[config.mk]
export PLATFORM = sky130hd
export DESIGN_NAME = gamepad_input_conditioner_top
export DESIGN_NICKNAME = d
export VERILOG_FILES = /design/src/rtl/gic_pkg.sv /design/src/rtl/gic_mul.sv /design/src/rtl/gic_csub.sv /design/src/rtl/gic_core.sv /design/src/rtl/gamepad_input_conditioner_top.sv
export VERILOG_INCLUDE_DIRS = /design/src /design/src/rtl
export SDC_FILE = /design/constraint.sdc
export NUM_CORES = 2
export LEC_CHECK = 0
export BUFFER_PORTS_ARGS = -buffer_cell sky130_fd_sc_hd__buf_4
export CAP_MARGIN = 20
export CORE_UTILIZATION = 65
export CTS_BUF_LIST = sky130_fd_sc_hd__clkbuf_2 sky130_fd_sc_hd__clkbuf_4 sky130_fd_sc_hd__clkbuf_8
export DETAILED_ROUTE_END_ITERATION = 10
export PLACE_DENSITY = 0.84
export SYNTH_ARGS = -nofsm -noshare
export SYNTH_HDL_FRONTEND = slang
export SYNTH_SLANG_ARGS = --single-unit
[constraint.sdc]
create_clock -name aclk -period 31.9 [get_ports aclk]
set_clock_uncertainty 0.15 [all_clocks]
set_input_delay 4.785 -clock aclk [delete_from_list [all_inputs] [get_ports aclk]]
set_output_delay 4.785 -clock aclk [all_outputs]
set_load 0.02 [all_outputs]
[src/rtl/gamepad_input_conditioner_top_macros.svh]
// Assertion helpers used by the conditioner core.
`ifndef GAMEPAD_INPUT_CONDITIONER_TOP_MACROS_SVH
`define GAMEPAD_INPUT_CONDITIONER_TOP_MACROS_SVH

// Same-cycle implication, checked outside reset.
`define GIC_ASSERT_IMP(lbl, clk, rstn, ante, cons) \
    lbl: assert property (@(posedge clk) disable iff (!rstn) (ante) |-> (cons)) \
        else $error("gic: implication check failed");

// Next-cycle implication, checked outside reset.
`define GIC_ASSERT_NXT(lbl, clk, rstn, ante, cons) \
    lbl: assert property (@(posedge clk) disable iff (!rstn) (ante) |=> (cons)) \
        else $error("gic: next-cycle check failed");

`endif

[src/rtl/gic_pkg.sv]
`timescale 1ns / 1ps

package gic_pkg;

    localparam int SDATA_W    = 96;
    localparam int MDATA_W    = 144;
    localparam int CFG_ADDR_W = 2;
    localparam int CFG_DATA_W = 15;

    localparam int MUL_W  = 17;
    localparam int PROD_W = 2 * MUL_W;
    localparam int CSUB_W = 34;
    localparam int CNT_W  = 4;

    localparam logic [CNT_W-1:0] TRG_LAST  = 4'd15;
    localparam logic [CNT_W-1:0] ROOT_LAST = 4'd15;
    localparam logic [CNT_W-1:0] QUO_LAST  = 4'd14;

    localparam logic [7:0]  TRG_MAX   = 8'd255;
    localparam logic [14:0] STICK_MAX = 15'd32767;
    localparam logic [31:0] ROOT_BIT0 = 32'h4000_0000;

    localparam logic [CFG_ADDR_W-1:0] CFG_TRG_DZ   = 2'd0;
    localparam logic [CFG_ADDR_W-1:0] CFG_LEFT_DZ  = 2'd1;
    localparam logic [CFG_ADDR_W-1:0] CFG_RIGHT_DZ = 2'd2;

    localparam logic [7:0]  TRG_DZ_RST   = 8'd30;
    localparam logic [14:0] LEFT_DZ_RST  = 15'd7849;
    localparam logic [14:0] RIGHT_DZ_RST = 15'd8689;

    typedef enum logic [3:0] {
        ST_IDLE,
        ST_TRG_START,
        ST_TRG_DIV,
        ST_STK_SQX,
        ST_STK_SQY,
        ST_STK_SUM,
        ST_STK_ROOT,
        ST_STK_CHK,
        ST_STK_DEN,
        ST_STK_ISSUE,
        ST_STK_NUM,
        ST_STK_QDIV,
        ST_FIN
    } gic_state_t;

    // Packed high to low: the first listed field of the request sits highest.
    typedef struct packed {
        logic [15:0] right_y;
        logic [15:0] right_x;
        logic [15:0] left_y;
        logic [15:0] left_x;
        logic [7:0]  right_trigger;
        logic [7:0]  left_trigger;
        logic [15:0] buttons;
    } gic_sample_t;

    typedef struct packed {
        logic [15:0] right_out_y;
        logic [15:0] right_out_x;
        logic [15:0] left_out_y;
        logic [15:0] left_out_x;
        logic [15:0] right_trigger_level;
        logic [15:0] left_trigger_level;
        logic [15:0] released_mask;
        logic [15:0] pressed_mask;
        logic [15:0] held_mask;
    } gic_result_t;

    typedef struct packed {
        logic [7:0]  trg_dz;
        logic [14:0] left_dz;
        logic [14:0] right_dz;
    } gic_cfg_t;

    typedef struct packed {
        logic ge;
        logic [CSUB_W-1:0] diff;
    } gic_csub_t;

endpackage

[src/rtl/gic_mul.sv]
`timescale 1ns / 1ps

module gic_mul (
    input  logic                          aclk,
    input  logic [gic_pkg::MUL_W-1:0]     op_a,
    input  logic [gic_pkg::MUL_W-1:0]     op_b,
    output logic [gic_pkg::PROD_W-1:0]    prod
);

    logic [gic_pkg::PROD_W-1:0] prod_reg;

    always_ff @(posedge aclk) begin
        prod_reg <= op_a * op_b;
    end

    assign prod = prod_reg;

endmodule

[src/rtl/gic_csub.sv]
`timescale 1ns / 1ps

module gic_csub (
    input  logic [gic_pkg::CSUB_W-1:0] op_a,
    input  logic [gic_pkg::CSUB_W-1:0] op_b,
    output gic_pkg::gic_csub_t         res
);

    always_comb begin
        res.ge   = (op_a >= op_b);
        res.diff = op_a - op_b;
    end

endmodule

[src/rtl/gic_core.sv]
`timescale 1ns / 1ps

`include "gamepad_input_conditioner_top_macros.svh"

module gic_core (
    input  logic                 aclk,
    input  logic                 aresetn,
    input  logic                 in_valid,
    input  gic_pkg::gic_sample_t sample,
    input  gic_pkg::gic_cfg_t    cfg,
    output logic                 in_ready,
    output logic                 done,
    input  logic                 ack,
    output gic_pkg::gic_result_t result
);

    gic_pkg::gic_state_t state_reg, state_next;

    logic [15:0]                prev_reg;
    logic                       sel_reg, sel_next;
    logic                       comp_reg, comp_next;
    logic [gic_pkg::CNT_W-1:0]  cnt_reg, cnt_next;

    gic_pkg::gic_sample_t       smp_reg;
    gic_pkg::gic_result_t       res_reg;
    logic [31:0]                r_reg;
    logic [15:0]                q_reg;
    logic [31:0]                acc_reg;
    logic [31:0]                root_reg;
    logic [31:0]                bit_reg;
    logic [30:0]                den_reg;

    logic [gic_pkg::MUL_W-1:0]  mul_a, mul_b;
    logic [gic_pkg::PROD_W-1:0] prod;
    logic [gic_pkg::CSUB_W-1:0] cs_a, cs_b;
    gic_pkg::gic_csub_t         cs;

    logic [7:0]  trg_v, trg_div;
    logic [15:0] stk_x, stk_y;
    logic [14:0] stk_dz, stk_span;
    logic [16:0] mag_x, mag_y, mag_c;
    logic        neg_x, neg_y, neg_c;
    logic [15:0] len, len_m_dz;

    logic        trg_skip, stk_skip, len_low, comp_early;
    logic        trg_done, stk_done, comp_done;
    logic        trg_we, chk_we, comp_we;
    logic [15:0] trg_val, chk_x_val, chk_y_val, comp_val;

    function automatic logic [16:0] mag17(input logic [15:0] v);
        logic [16:0] ext;
        ext = {v[15], v};
        mag17 = v[15] ? 17'(-ext) : ext;
    endfunction

    function automatic logic [15:0] apply_sign(input logic neg, input logic [14:0] q);
        logic [15:0] ext;
        ext = {1'b0, q};
        apply_sign = neg ? 16'(-ext) : ext;
    endfunction

    gic_mul u_mul (
        .aclk (aclk),
        .op_a (mul_a),
        .op_b (mul_b),
        .prod (prod)
    );

    gic_csub u_csub (
        .op_a (cs_a),
        .op_b (cs_b),
        .res  (cs)
    );

    // operand selection for the current sample side
    always_comb begin
        trg_v    = sel_reg ? smp_reg.right_trigger : smp_reg.left_trigger;
        trg_div  = 8'(gic_pkg::TRG_MAX - cfg.trg_dz);
        stk_x    = sel_reg ? smp_reg.right_x : smp_reg.left_x;
        stk_y    = sel_reg ? smp_reg.right_y : smp_reg.left_y;
        stk_dz   = sel_reg ? cfg.right_dz : cfg.left_dz;
        stk_span = 15'(gic_pkg::STICK_MAX - stk_dz);
        mag_x    = mag17(stk_x);
        mag_y    = mag17(stk_y);
        neg_x    = stk_x[15];
        neg_y    = !stk_y[15] && (stk_y != 16'd0);
        mag_c    = comp_reg ? mag_y : mag_x;
        neg_c    = comp_reg ? neg_y : neg_x;
        len      = root_reg[15:0];
        len_m_dz = 16'(len - {1'b0, stk_dz});
        len_low  = (len < {1'b0, stk_dz});
    end

    // datapath control
    always_comb begin
        mul_a = '0;
        mul_b = '0;
        cs_a  = '0;
        cs_b  = '0;
        unique case (state_reg)
            gic_pkg::ST_STK_SQX: begin
                mul_a = mag_x;
                mul_b = mag_x;
            end
            gic_pkg::ST_STK_SQY: begin
                mul_a = mag_y;
                mul_b = mag_y;
            end
            gic_pkg::ST_STK_CHK: begin
                mul_a = {2'b00, stk_span};
                mul_b = {1'b0, len};
            end
            gic_pkg::ST_STK_ISSUE: begin
                mul_a = mag_c;
                mul_b = {1'b0, len_m_dz};
            end
            gic_pkg::ST_TRG_DIV: begin
                cs_a = {25'd0, r_reg[7:0], 1'b0};
                cs_b = {26'd0, trg_div};
            end
            gic_pkg::ST_STK_ROOT: begin
                cs_a = {2'b00, acc_reg};
                cs_b = {1'b0, 33'(root_reg) + 33'(bit_reg)};
            end
            gic_pkg::ST_STK_NUM: begin
                cs_a = prod;
                cs_b = {3'b000, den_reg};
            end
            gic_pkg::ST_STK_QDIV: begin
                cs_a = {1'b0, r_reg, 1'b0};
                cs_b = {3'b000, den_reg};
            end
            default: begin
            end
        endcase
    end

    always_comb begin
        trg_skip   = (trg_v < cfg.trg_dz) || (trg_v == gic_pkg::TRG_MAX);
        stk_skip   = len_low || (stk_dz == gic_pkg::STICK_MAX);
        comp_early = (mag_c == 17'd0) || cs.ge;

        trg_we  = ((state_reg == gic_pkg::ST_TRG_START) && trg_skip)
               || ((state_reg == gic_pkg::ST_TRG_DIV) && (cnt_reg == gic_pkg::TRG_LAST));
        trg_val = (state_reg == gic_pkg::ST_TRG_DIV) ? {q_reg[14:0], cs.ge}
                : ((trg_v < cfg.trg_dz) ? 16'd0 : 16'hFFFF);

        chk_we    = (state_reg == gic_pkg::ST_STK_CHK) && stk_skip;
        chk_x_val = (len_low || (mag_x == 17'd0)) ? 16'd0
                  : apply_sign(neg_x, gic_pkg::STICK_MAX);
        chk_y_val = (len_low || (mag_y == 17'd0)) ? 16'd0
                  : apply_sign(neg_y, gic_pkg::STICK_MAX);

        comp_we  = ((state_reg == gic_pkg::ST_STK_NUM) && comp_early)
                || ((state_reg == gic_pkg::ST_STK_QDIV) && (cnt_reg == gic_pkg::QUO_LAST));
        if (state_reg == gic_pkg::ST_STK_QDIV) begin
            comp_val = apply_sign(neg_c, {q_reg[13:0], cs.ge});
        end else if (mag_c == 17'd0) begin
            comp_val = 16'd0;
        end else begin
            comp_val = apply_sign(neg_c, gic_pkg::STICK_MAX);
        end

        trg_done  = trg_we;
        comp_done = comp_we;
        stk_done  = chk_we || (comp_done && comp_reg);
    end

    // next state
    always_comb begin
        state_next = state_reg;
        unique case (state_reg)
            gic_pkg::ST_IDLE: begin
                if (in_valid) begin
                    state_next = gic_pkg::ST_TRG_START;
                end
            end
            gic_pkg::ST_TRG_START, gic_pkg::ST_TRG_DIV: begin
                if (trg_done) begin
                    state_next = sel_reg ? gic_pkg::ST_STK_SQX : gic_pkg::ST_TRG_START;
                end else begin
                    state_next = gic_pkg::ST_TRG_DIV;
                end
            end
            gic_pkg::ST_STK_SQX:  state_next = gic_pkg::ST_STK_SQY;
            gic_pkg::ST_STK_SQY:  state_next = gic_pkg::ST_STK_SUM;
            gic_pkg::ST_STK_SUM:  state_next = gic_pkg::ST_STK_ROOT;
            gic_pkg::ST_STK_ROOT: begin
                if (cnt_reg == gic_pkg::ROOT_LAST) begin
                    state_next = gic_pkg::ST_STK_CHK;
                end
            end
            gic_pkg::ST_STK_CHK: begin
                if (stk_done) begin
                    state_next = sel_reg ? gic_pkg::ST_FIN : gic_pkg::ST_STK_SQX;
                end else begin
                    state_next = gic_pkg::ST_STK_DEN;
                end
            end
            gic_pkg::ST_STK_DEN:   state_next = gic_pkg::ST_STK_ISSUE;
            gic_pkg::ST_STK_ISSUE: state_next = gic_pkg::ST_STK_NUM;
            gic_pkg::ST_STK_NUM, gic_pkg::ST_STK_QDIV: begin
                if (stk_done) begin
                    state_next = sel_reg ? gic_pkg::ST_FIN : gic_pkg::ST_STK_SQX;
                end else if (comp_done) begin
                    state_next = gic_pkg::ST_STK_ISSUE;
                end else begin
                    state_next = gic_pkg::ST_STK_QDIV;
                end
            end
            gic_pkg::ST_FIN: begin
                if (ack) begin
                    state_next = gic_pkg::ST_IDLE;
                end
            end
            default: state_next = gic_pkg::ST_IDLE;
        endcase
    end

    always_comb begin
        sel_next  = (trg_done || stk_done) ? !sel_reg : sel_reg;
        comp_next = comp_done ? !comp_reg : comp_reg;
        if (((state_reg == gic_pkg::ST_TRG_DIV) && (cnt_reg != gic_pkg::TRG_LAST))
            || ((state_reg == gic_pkg::ST_STK_ROOT) && (cnt_reg != gic_pkg::ROOT_LAST))
            || ((state_reg == gic_pkg::ST_STK_QDIV) && (cnt_reg != gic_pkg::QUO_LAST))) begin
            cnt_next = cnt_reg + 1'b1;
        end else begin
            cnt_next = '0;
        end
    end

    always_ff @(posedge aclk) begin
        if (!aresetn) begin
            state_reg <= gic_pkg::ST_IDLE;
            prev_reg  <= '0;
            sel_reg   <= 1'b0;
            comp_reg  <= 1'b0;
            cnt_reg   <= '0;
        end else begin
            state_reg <= state_next;
            sel_reg   <= sel_next;
            comp_reg  <= comp_next;
            cnt_reg   <= cnt_next;
            if (in_valid && in_ready) begin
                prev_reg <= sample.buttons;
            end
        end
    end

    always_ff @(posedge aclk) begin
        if (in_valid && in_ready) begin
            smp_reg               <= sample;
            res_reg.held_mask     <= sample.buttons;
            res_reg.pressed_mask  <= sample.buttons & ~prev_reg;
            res_reg.released_mask <= prev_reg & ~sample.buttons;
        end

        unique case (state_reg)
            gic_pkg::ST_TRG_START: begin
                r_reg <= {24'd0, 8'(trg_v - cfg.trg_dz)};
                q_reg <= '0;
            end
            gic_pkg::ST_TRG_DIV: begin
                r_reg <= cs.ge ? 32'(cs.diff) : {23'd0, r_reg[7:0], 1'b0};
                q_reg <= {q_reg[14:0], cs.ge};
            end
            gic_pkg::ST_STK_SQY: begin
                acc_reg <= prod[31:0];
            end
            gic_pkg::ST_STK_SUM: begin
                acc_reg  <= acc_reg + prod[31:0];
                root_reg <= '0;
                bit_reg  <= gic_pkg::ROOT_BIT0;
            end
            gic_pkg::ST_STK_ROOT: begin
                if (cs.ge) begin
                    acc_reg  <= 32'(cs.diff);
                    root_reg <= (root_reg >> 1) + bit_reg;
                end else begin
                    root_reg <= root_reg >> 1;
                end
                bit_reg <= bit_reg >> 2;
            end
            gic_pkg::ST_STK_DEN: begin
                den_reg <= prod[30:0];
            end
            gic_pkg::ST_STK_NUM: begin
                r_reg <= prod[31:0];
                q_reg <= '0;
            end
            gic_pkg::ST_STK_QDIV: begin
                r_reg <= cs.ge ? 32'(cs.diff) : {r_reg[30:0], 1'b0};
                q_reg <= {q_reg[14:0], cs.ge};
            end
            default: begin
            end
        endcase

        if (trg_we) begin
            if (sel_reg) begin
                res_reg.right_trigger_level <= trg_val;
            end else begin
                res_reg.left_trigger_level <= trg_val;
            end
        end

        if (chk_we) begin
            if (sel_reg) begin
                res_reg.right_out_x <= chk_x_val;
                res_reg.right_out_y <= chk_y_val;
            end else begin
                res_reg.left_out_x <= chk_x_val;
                res_reg.left_out_y <= chk_y_val;
            end
        end

        if (comp_we) begin
            unique case ({sel_reg, comp_reg})
                2'b00:   res_reg.left_out_x  <= comp_val;
                2'b01:   res_reg.left_out_y  <= comp_val;
                2'b10:   res_reg.right_out_x <= comp_val;
                default: res_reg.right_out_y <= comp_val;
            endcase
        end
    end

    assign in_ready = (state_reg == gic_pkg::ST_IDLE);
    assign done     = (state_reg == gic_pkg::ST_FIN);
    assign result   = res_reg;

    `GIC_ASSERT_NXT(a_accept_starts, aclk, aresetn, in_valid && in_ready, state_reg == gic_pkg::ST_TRG_START)
    `GIC_ASSERT_IMP(a_trg_rem_below_div, aclk, aresetn, state_reg == gic_pkg::ST_TRG_DIV, (r_reg[31:8] == 24'd0) && (r_reg[7:0] < trg_div))
    `GIC_ASSERT_IMP(a_quo_rem_below_den, aclk, aresetn, state_reg == gic_pkg::ST_STK_QDIV, r_reg < {1'b0, den_reg})
    `GIC_ASSERT_IMP(a_stick_no_min, aclk, aresetn, done, (res_reg.left_out_x != 16'h8000) && (res_reg.left_out_y != 16'h8000) && (res_reg.right_out_x != 16'h8000) && (res_reg.right_out_y != 16'h8000))

endmodule

[src/rtl/gamepad_input_conditioner_top.sv]
`timescale 1ns / 1ps

// Channel  | Ports                           | Payload
// ---------+---------------------------------+------------------------------------------
// sample   | s_tvalid, s_tready, s_tdata     | buttons, triggers, raw stick positions
// result   | m_tvalid, m_tready, m_tdata     | button masks, trigger levels, stick outputs
// config   | cfg_wr_en, cfg_addr, cfg_wdata  | deadzones, written at once, no read-back
//
// One shared compare-subtract unit runs 16 steps per trigger divide, 16 per stick square
// root and 15 per stick component divide, and one shared 17x17 multiplier forms the
// squares and the divide operands. s_tready is high only while the sequencer is idle,
// which it enters in the cycle after a result moves to the output register once it is
// empty or being taken, so a stalled m_tready holds the result and, once the core is
// done, the next sample. Reset is synchronous; it clears the previous button word and
// loads the default deadzones.
module gamepad_input_conditioner_top (
    input  logic                              aclk,
    input  logic                              aresetn,
    input  logic                              s_tvalid,
    output logic                              s_tready,
    // buttons[15:0], left_trigger[23:16], right_trigger[31:24], left_x[47:32],
    // left_y[63:48], right_x[79:64], right_y[95:80]
    input  logic [gic_pkg::SDATA_W-1:0]       s_tdata,
    output logic                              m_tvalid,
    input  logic                              m_tready,
    // held_mask[15:0], pressed_mask[31:16], released_mask[47:32],
    // left_trigger_level[63:48], right_trigger_level[79:64], left_out_x[95:80],
    // left_out_y[111:96], right_out_x[127:112], right_out_y[143:128]
    output logic [gic_pkg::MDATA_W-1:0]       m_tdata,
    input  logic                              cfg_wr_en,
    input  logic [gic_pkg::CFG_ADDR_W-1:0]    cfg_addr,
    input  logic [gic_pkg::CFG_DATA_W-1:0]    cfg_wdata
);

    gic_pkg::gic_cfg_t    cfg_reg;
    gic_pkg::gic_sample_t sample;
    gic_pkg::gic_result_t core_result;
    logic                 core_ready, core_done, load;
    logic                 out_valid_reg;
    logic [gic_pkg::MDATA_W-1:0] out_data_reg;

    always_ff @(posedge aclk) begin
        if (!aresetn) begin
            cfg_reg.trg_dz   <= gic_pkg::TRG_DZ_RST;
            cfg_reg.left_dz  <= gic_pkg::LEFT_DZ_RST;
            cfg_reg.right_dz <= gic_pkg::RIGHT_DZ_RST;
        end else if (cfg_wr_en) begin
            unique case (cfg_addr)
                gic_pkg::CFG_TRG_DZ:   cfg_reg.trg_dz   <= cfg_wdata[7:0];
                gic_pkg::CFG_LEFT_DZ:  cfg_reg.left_dz  <= cfg_wdata;
                gic_pkg::CFG_RIGHT_DZ: cfg_reg.right_dz <= cfg_wdata;
                default: begin
                end
            endcase
        end
    end

    assign sample = gic_pkg::gic_sample_t'(s_tdata);

    gic_core u_core (
        .aclk     (aclk),
        .aresetn  (aresetn),
        .in_valid (s_tvalid),
        .sample   (sample),
        .cfg      (cfg_reg),
        .in_ready (core_ready),
        .done     (core_done),
        .ack      (load),
        .result   (core_result)
    );

    assign load = core_done && (!out_valid_reg || m_tready);

    always_ff @(posedge aclk) begin
        if (!aresetn) begin
            out_valid_reg <= 1'b0;
        end else if (load) begin
            out_valid_reg <= 1'b1;
        end else if (m_tready) begin
            out_valid_reg <= 1'b0;
        end
    end

    always_ff @(posedge aclk) begin
        if (load) begin
            out_data_reg <= core_result;
        end
    end

    assign s_tready = core_ready;
    assign m_tvalid = out_valid_reg;
    assign m_tdata  = out_data_reg;

endmodule
=== Word-level counts from Yosys, hierarchy flattened ===
Index checks and enable logic that the tools add are counted.

* Bits in registers: 641
* Bits of input ports: 118
* Output and inout port bits: 146
* Logic and storage cells: 183

* Add/sub/neg operators: 12
* Multiply operators: 1
* $lt $le $gt $ge: 3
* Eq/ne operators: 26
* Muxes and demuxes: 51
* Bitwise operators: 5
* Reductions and logical operators: 53

{| class="wikitable"
|+ Operators by type and width
! cell !! count
|-
| 16-bit 2-to-1 mux || 16
|-
| 32-bit 2-to-1 mux || 6
|-
| 17-bit one-hot mux with 4 select lines || 2
|-
| 34-bit one-hot mux with 4 select lines || 1
|-
| 64-bit 2-to-1 mux || 2
|-
| 32-bit one-hot mux with 2 select lines || 2
|-
| 32-bit one-hot mux with 4 select lines || 1
|-
| 33-bit one-hot mux with 3 select lines || 1
|-
| 32-bit one-hot mux with 3 select lines || 1
|-
| 17-bit zero test || 3
|-
| 17-bit 2-to-1 mux || 3
|-
| 4-bit one-hot mux with 11 select lines || 1
|-
| 34-bit by 33-bit >= comparator with 1-bit output || 1
|-
| 17-bit by 17-bit multiplier with 34-bit output || 1
|-
| 17-bit negator || 2
|-
| 32-bit by 32-bit adder with 33-bit output || 1
|-
| 31-bit by 32-bit adder with 32-bit output || 1
|-
| 32-bit adder || 1
|-
| 16-bit AND || 2
|-
| 16-bit NOT || 2
|-
| 32-bit subtractor || 1
|-
| 15-bit one-hot mux with 2 select lines || 1
|-
| 4-bit equality test (second input constant) || 7
|-
| 4-bit 2-to-1 mux || 7
|-
| other kinds (36) || 85
|}

=== Depth between registers and ports, before layout ===
* Word-level depth: 12
* Mapped depth: 44

=== Cells and area by module ===
Synthesis repeated with hierarchy kept, for this count alone.

* Cells, all modules: 4,194
* Area total of the unflattened synthesis: 42,469.5 um^2

{| class="wikitable"
|+ Modules (own cells, without submodules)
! module !! times used !! cells each !! area each (um^2) !! sequential area each (um^2)
|-
| gic_core || 1 || 2,401 || 24,190.7 || 11,350.9
|-
| gic_mul || 1 || 1,159 || 10,233.6 || 680.7
|-
| gamepad_input_conditioner_top || 1 || 310 || 5,953.2 || 5,104.9
|-
| gic_csub || 1 || 324 || 2,092.0 || 0.0
|}

=== Worst setup path before layout ===
Ideal clock, no wire load.

* Path kind: input port to flip-flop
* Start: input port m_tready
* End: register out_data_reg, in the netlist m_tdata[0], enable pin
* Setup time: 1,000 ps
* Arrival time: 18,314 ps
* Data required time: 30,750 ps
* Path slack: 12,436 ps
* Stages on the path: 2
* Path buffers: 0
* Cell sequence: nor2b_1 > nor4_1

* Word-level cells in the longest chain between the ends: 2

{| class="wikitable"
|+ RTL lines
! what !! line !! text
|-
| start, declared || gamepad_input_conditioner_top.sv:25 || <nowiki>input logic m_tready,</nowiki>
|-
| 1-bit logical OR || gamepad_input_conditioner_top.sv:72 || <nowiki>assign load = core_done && (!out_valid_reg || m_tready);</nowiki>
|-
| 1-bit logical AND || gamepad_input_conditioner_top.sv:72 ||
|-
| via load || gamepad_input_conditioner_top.sv:38 || <nowiki>logic core_ready, core_done, load;</nowiki>
|-
| end signal, assigned || gamepad_input_conditioner_top.sv:86 || <nowiki>out_data_reg <= core_result;</nowiki>
|-
| end, declared || gamepad_input_conditioner_top.sv:40 || <nowiki>logic [gic_pkg::MDATA_W-1:0] out_data_reg;</nowiki>
|}

The timed path passes the listed nets, and every way through them passes these cells.
A chain may end at the register's enable or synchronous reset.

=== Final worst setup path ===
* Start: register u_core.sel_reg
* End: register u_core.u_mul.prod_reg, in the netlist u_core.u_mul.prod[30]

* Word-level cells in the longest chain between the ends: 6
* Elaborated cells between the ends (all ways): 13

{| class="wikitable"
|+ RTL lines
! what !! line !! text
|-
| start, declared || gic_core.sv:20 || <nowiki>logic sel_reg, sel_next;</nowiki>
|-
| start signal, assigned || gic_core.sv:241 || <nowiki>sel_reg <= sel_next;</nowiki>
|-
| 16-bit 2-to-1 mux, on equally long branches || gic_core.sv:79, gic_core.sv:80 ||
|-
| 17-bit negator || gic_core.sv:53 || <nowiki>mag17 = v[15] ? 17'(-ext) : ext;</nowiki>
|-
| 17-bit 2-to-1 mux || gic_core.sv:53 ||
|-
| 17-bit 2-to-1 mux || gic_core.sv:87 || <nowiki>mag_c = comp_reg ? mag_y : mag_x;</nowiki>
|-
| 17-bit one-hot mux with 4 select lines || gic_core.sv:100 || <nowiki>unique case (state_reg)</nowiki>
|-
| 17-bit by 17-bit multiplier with 34-bit output * || gic_mul.sv:13 || <nowiki>prod_reg <= op_a * op_b;</nowiki>
|-
| end signal, assigned || gic_mul.sv:13 ||
|-
| end, declared || gic_mul.sv:10 || <nowiki>logic [gic_pkg::PROD_W-1:0] prod_reg;</nowiki>
|}

Every way passes the cells marked *; elsewhere a longest branch is shown, timed or not.

==> results.json <==
{
  "finalHoldViolCount": 0,
  "fmax_mhz": 89.5,
  "crit_top_cell": "fa_1",
  "worstPathMaxFanout": 91,
  "critPathMaxStageDelay_ps": 880,
  "design.die.area_um2": 64100,
  "synth.largest_area_cell": "edfxtp_1",
  "cts_buffers": 97,
  "slew_headroom": 0.213,
  "clkPwrFrac": 0.255,
  "drc": 0,
  "synth_top_area_share": 0.338,
  "p_seq_frac": 0.380,
  "crit_path_top_delay_cell": "o311ai_0",
  "finalSetupTns_ps": 0,
  "core_um2": 62100,
  "place.gp.congestion": 0.950,
  "dpl.hpwl_mm": 80.3,
  "path_clk_slew_ps": 70,
  "rsz0062_at_grt": "false",
  "cp.arrival_ps": 11650,
  "fin_ws_ps": 20720,
  "via_count": 32451,
  "post_cts_buffers": 0,
  "synth.area.top_cells": "edfxtp_1 34%, fa_1 11%, dfxtp_1 8.0%, ha_1 7.2%, nand2_1 4.2%",
  "avgSynthCellArea_um2": 10.4,
  "switching_share": 0.387,
  "fin_crit_sh": 0.350,
  "worst_pin_slew_ps": 1180,
  "setup_viol": 0,
  "seq_area_frac_synth": 0.418,
  "yosysUniqueCellTypes": 98,
  "rows": 91,
  "initial_utilization": 0.661,
  "synthArstFlopShare": 0,
  "yosysMostFrequentCell": "edfxtp_1",
  "grt_max_degree": 92,
  "drive_gt1_frac": 0.131,
  "post_dp_cell_area_um2": 44000,
  "synthToLayoutAreaGrowth_pct": 12.7,
  "synth_edf_count": 462,
  "drv_slew": 0,
  "gr-total-overflow": 0,
  "totalPowerFinal_mw": 2.96,
  "antenna_found_initial": 1,
  "ir_drop_mv": 0.0985,
  "wire_per_inst_um": 21.7,
  "maxCapViolations": 0,
  "cts.sinks": 625,
  "final_util": 0.745,
  "dp_slack_ps": 20900,
  "yosys_most_used_dff": "edfxtp_1",
  "power_density_nw_per_um2": 64.0,
  "fin_cells": 5155,
  "ios": 264,
  "end_kind": "flop",
  "die_y_um": 253,
  "finalCriticalPeriod_ps": 11180,
  "fin_area_um2": 46200,
  "cts_root_buffer": "clkbuf_8",
  "nFillCells": 4071,
  "cts_resized": 0,
  "synth_seq_cells": 625,
  "start_kind": "flop",
  "grt_pass1_vias": 31942,
  "htree_num_levels": 3,
  "cts_buffer_depth": 3,
  "num-nets-final": 4817,
  "routed_wl_mm": 112,
  "critPathKind": "flop to flop",
  "netlist_top_cells_count": "462 x edfxtp_1, 459 x nand2_1, 353 x inv_1, 236 x ha_1, 230 x nor2_1",
  "grt_pass1_wl_mm": 175,
  "status": "finished, final reports clean",
  "comb_power_share": 0.365,
  "cellLeakagePower_nw": 19.3,
  "switchingPower_mw": 1.14,
  "clock_latency_ps": 760,
  "cts_tree": "done",
  "placed_cells": 4970,
  "dieWidth_um": 253,
  "hold_path.class": "flop to flop",
  "worstPathRequired_ps": 32370,
  "dr.pass1.iters": 7,
  "globalRouteTotalUtil": 0.352,
  "vias_per_cell": 6.30,
  "yosysWarnings": 0,
  "fin_hold_ws_ps": 243,
  "drt-initial-drc-count": 3356,
  "syn_inst": 3954,
  "internal_power_mw": 1.81,
  "io_buffers": 263,
  "ctsHoldBuffers": 0,
  "ant_nets": 0,
  "synth_area_um2": 41000
}
placed cells by master (no fill, tap or decap), drive strengths merged, types with 54 or more instances in the layout:
cell type and count:
and2 82, edfxtp 462, xnor2 111, nor3 54, buf 319, inv 361
dfxtp 163, a21oi 219, xor2 74, a22oi 60, mux2i 96, fa 228
clkbuf 132, a21o 57, nand3 57, nor2b 87, ha 236, nor2 230
nand2 459, o21ai 144
cells by family after synthesis:
| kind of cell | synth area share |
|---|---|
| adder cells (fa/ha/maj) | 0.183 |
| other | 0.000183 |
| multiplexers | 0.0314 |
| AO/OA/AOI/OAI | 0.140 |
| flip-flops | 0.418 |
| AND/OR/NAND/NOR | 0.139 |
| XOR/XNOR | 0.0395 |
| buffers and inverters | 0.0490 |
critical path: cells and delay by family, from the launching register on:
kind | cells | cell delay [ps]
AOI/OAI and AO/OA | 8 | 2600
xor gates and xnor gates | 1 | 140
adders and majority gates | 8 | 3740
buffers and inverters | 6 | 1080
DFF | 1 | 770
muxes | 2 | 760
and+or+nand+nor | 6 | 1750
layout make-up:
class | instances | area (um^2) | area share
inverter | 355 | 1340 | 0.0289
clock inverter | 49 | 542 | 0.0117
sequential | 625 | 17100 | 0.371
clock buffer | 132 | 1660 | 0.0359
tap | 837 | 1050 | 0.0227
timing repair buffer | 319 | 2410 | 0.0521
multi-input combinational | 2837 | 22100 | 0.478
antenna | 1 | 2.50 | 0.0000541
power groups by stage:
| stage | registers (mW) | logic [mW] | clock network [mW] |
|---|---|---|---|
| 6_report | 1.12 | 1.08 | 0.755 |
| 5_1_grt | 1.13 | 1.17 | 0.794 |
| 4_1_cts | 1.12 | 1.05 | 0.761 |
| 3_5_place_dp | 1.13 | 1.04 | 0 |
| 3_3_place_gp | 1.13 | 1.02 | 0 |
| 2_1_floorplan | 1.08 | 0.774 | 0 |
worst paths after layout:
| kind | startpoint | endpoint | slack (ps) | cells past startpoint |
|---|---|---|---|---|
| hold reg to reg | u_core.result[18]$_DFFE_PP_ | m_tdata[18]$_DFFE_PP_ | 240 | 0 |
| setup reg to reg | u_core.sel_reg$_SDFFE_PN0P_ | u_core.u_mul.prod[30]$_DFF_P_ | 20720 | 31 |
| hold / removal | u_core.result[18]$_DFFE_PP_ | m_tdata[18]$_DFFE_PP_ | 240 | 0 |
| setup / recovery | u_core.sel_reg$_SDFFE_PN0P_ | u_core.u_mul.prod[30]$_DFF_P_ | 20720 | 31 |
routing by layer:
metal / vias up / GRT usage / routed length, um
met2: 1856 / 0.573 / 52500
met5: - / 0 / 0
met3: 333 / 0.0507 / 10500
li1: 14639 / - / -
met1: 15623 / 0.462 / 43100
met4: 0 / 0.177 / 5610
Note: power is estimated with default switching activity, not from simulation.
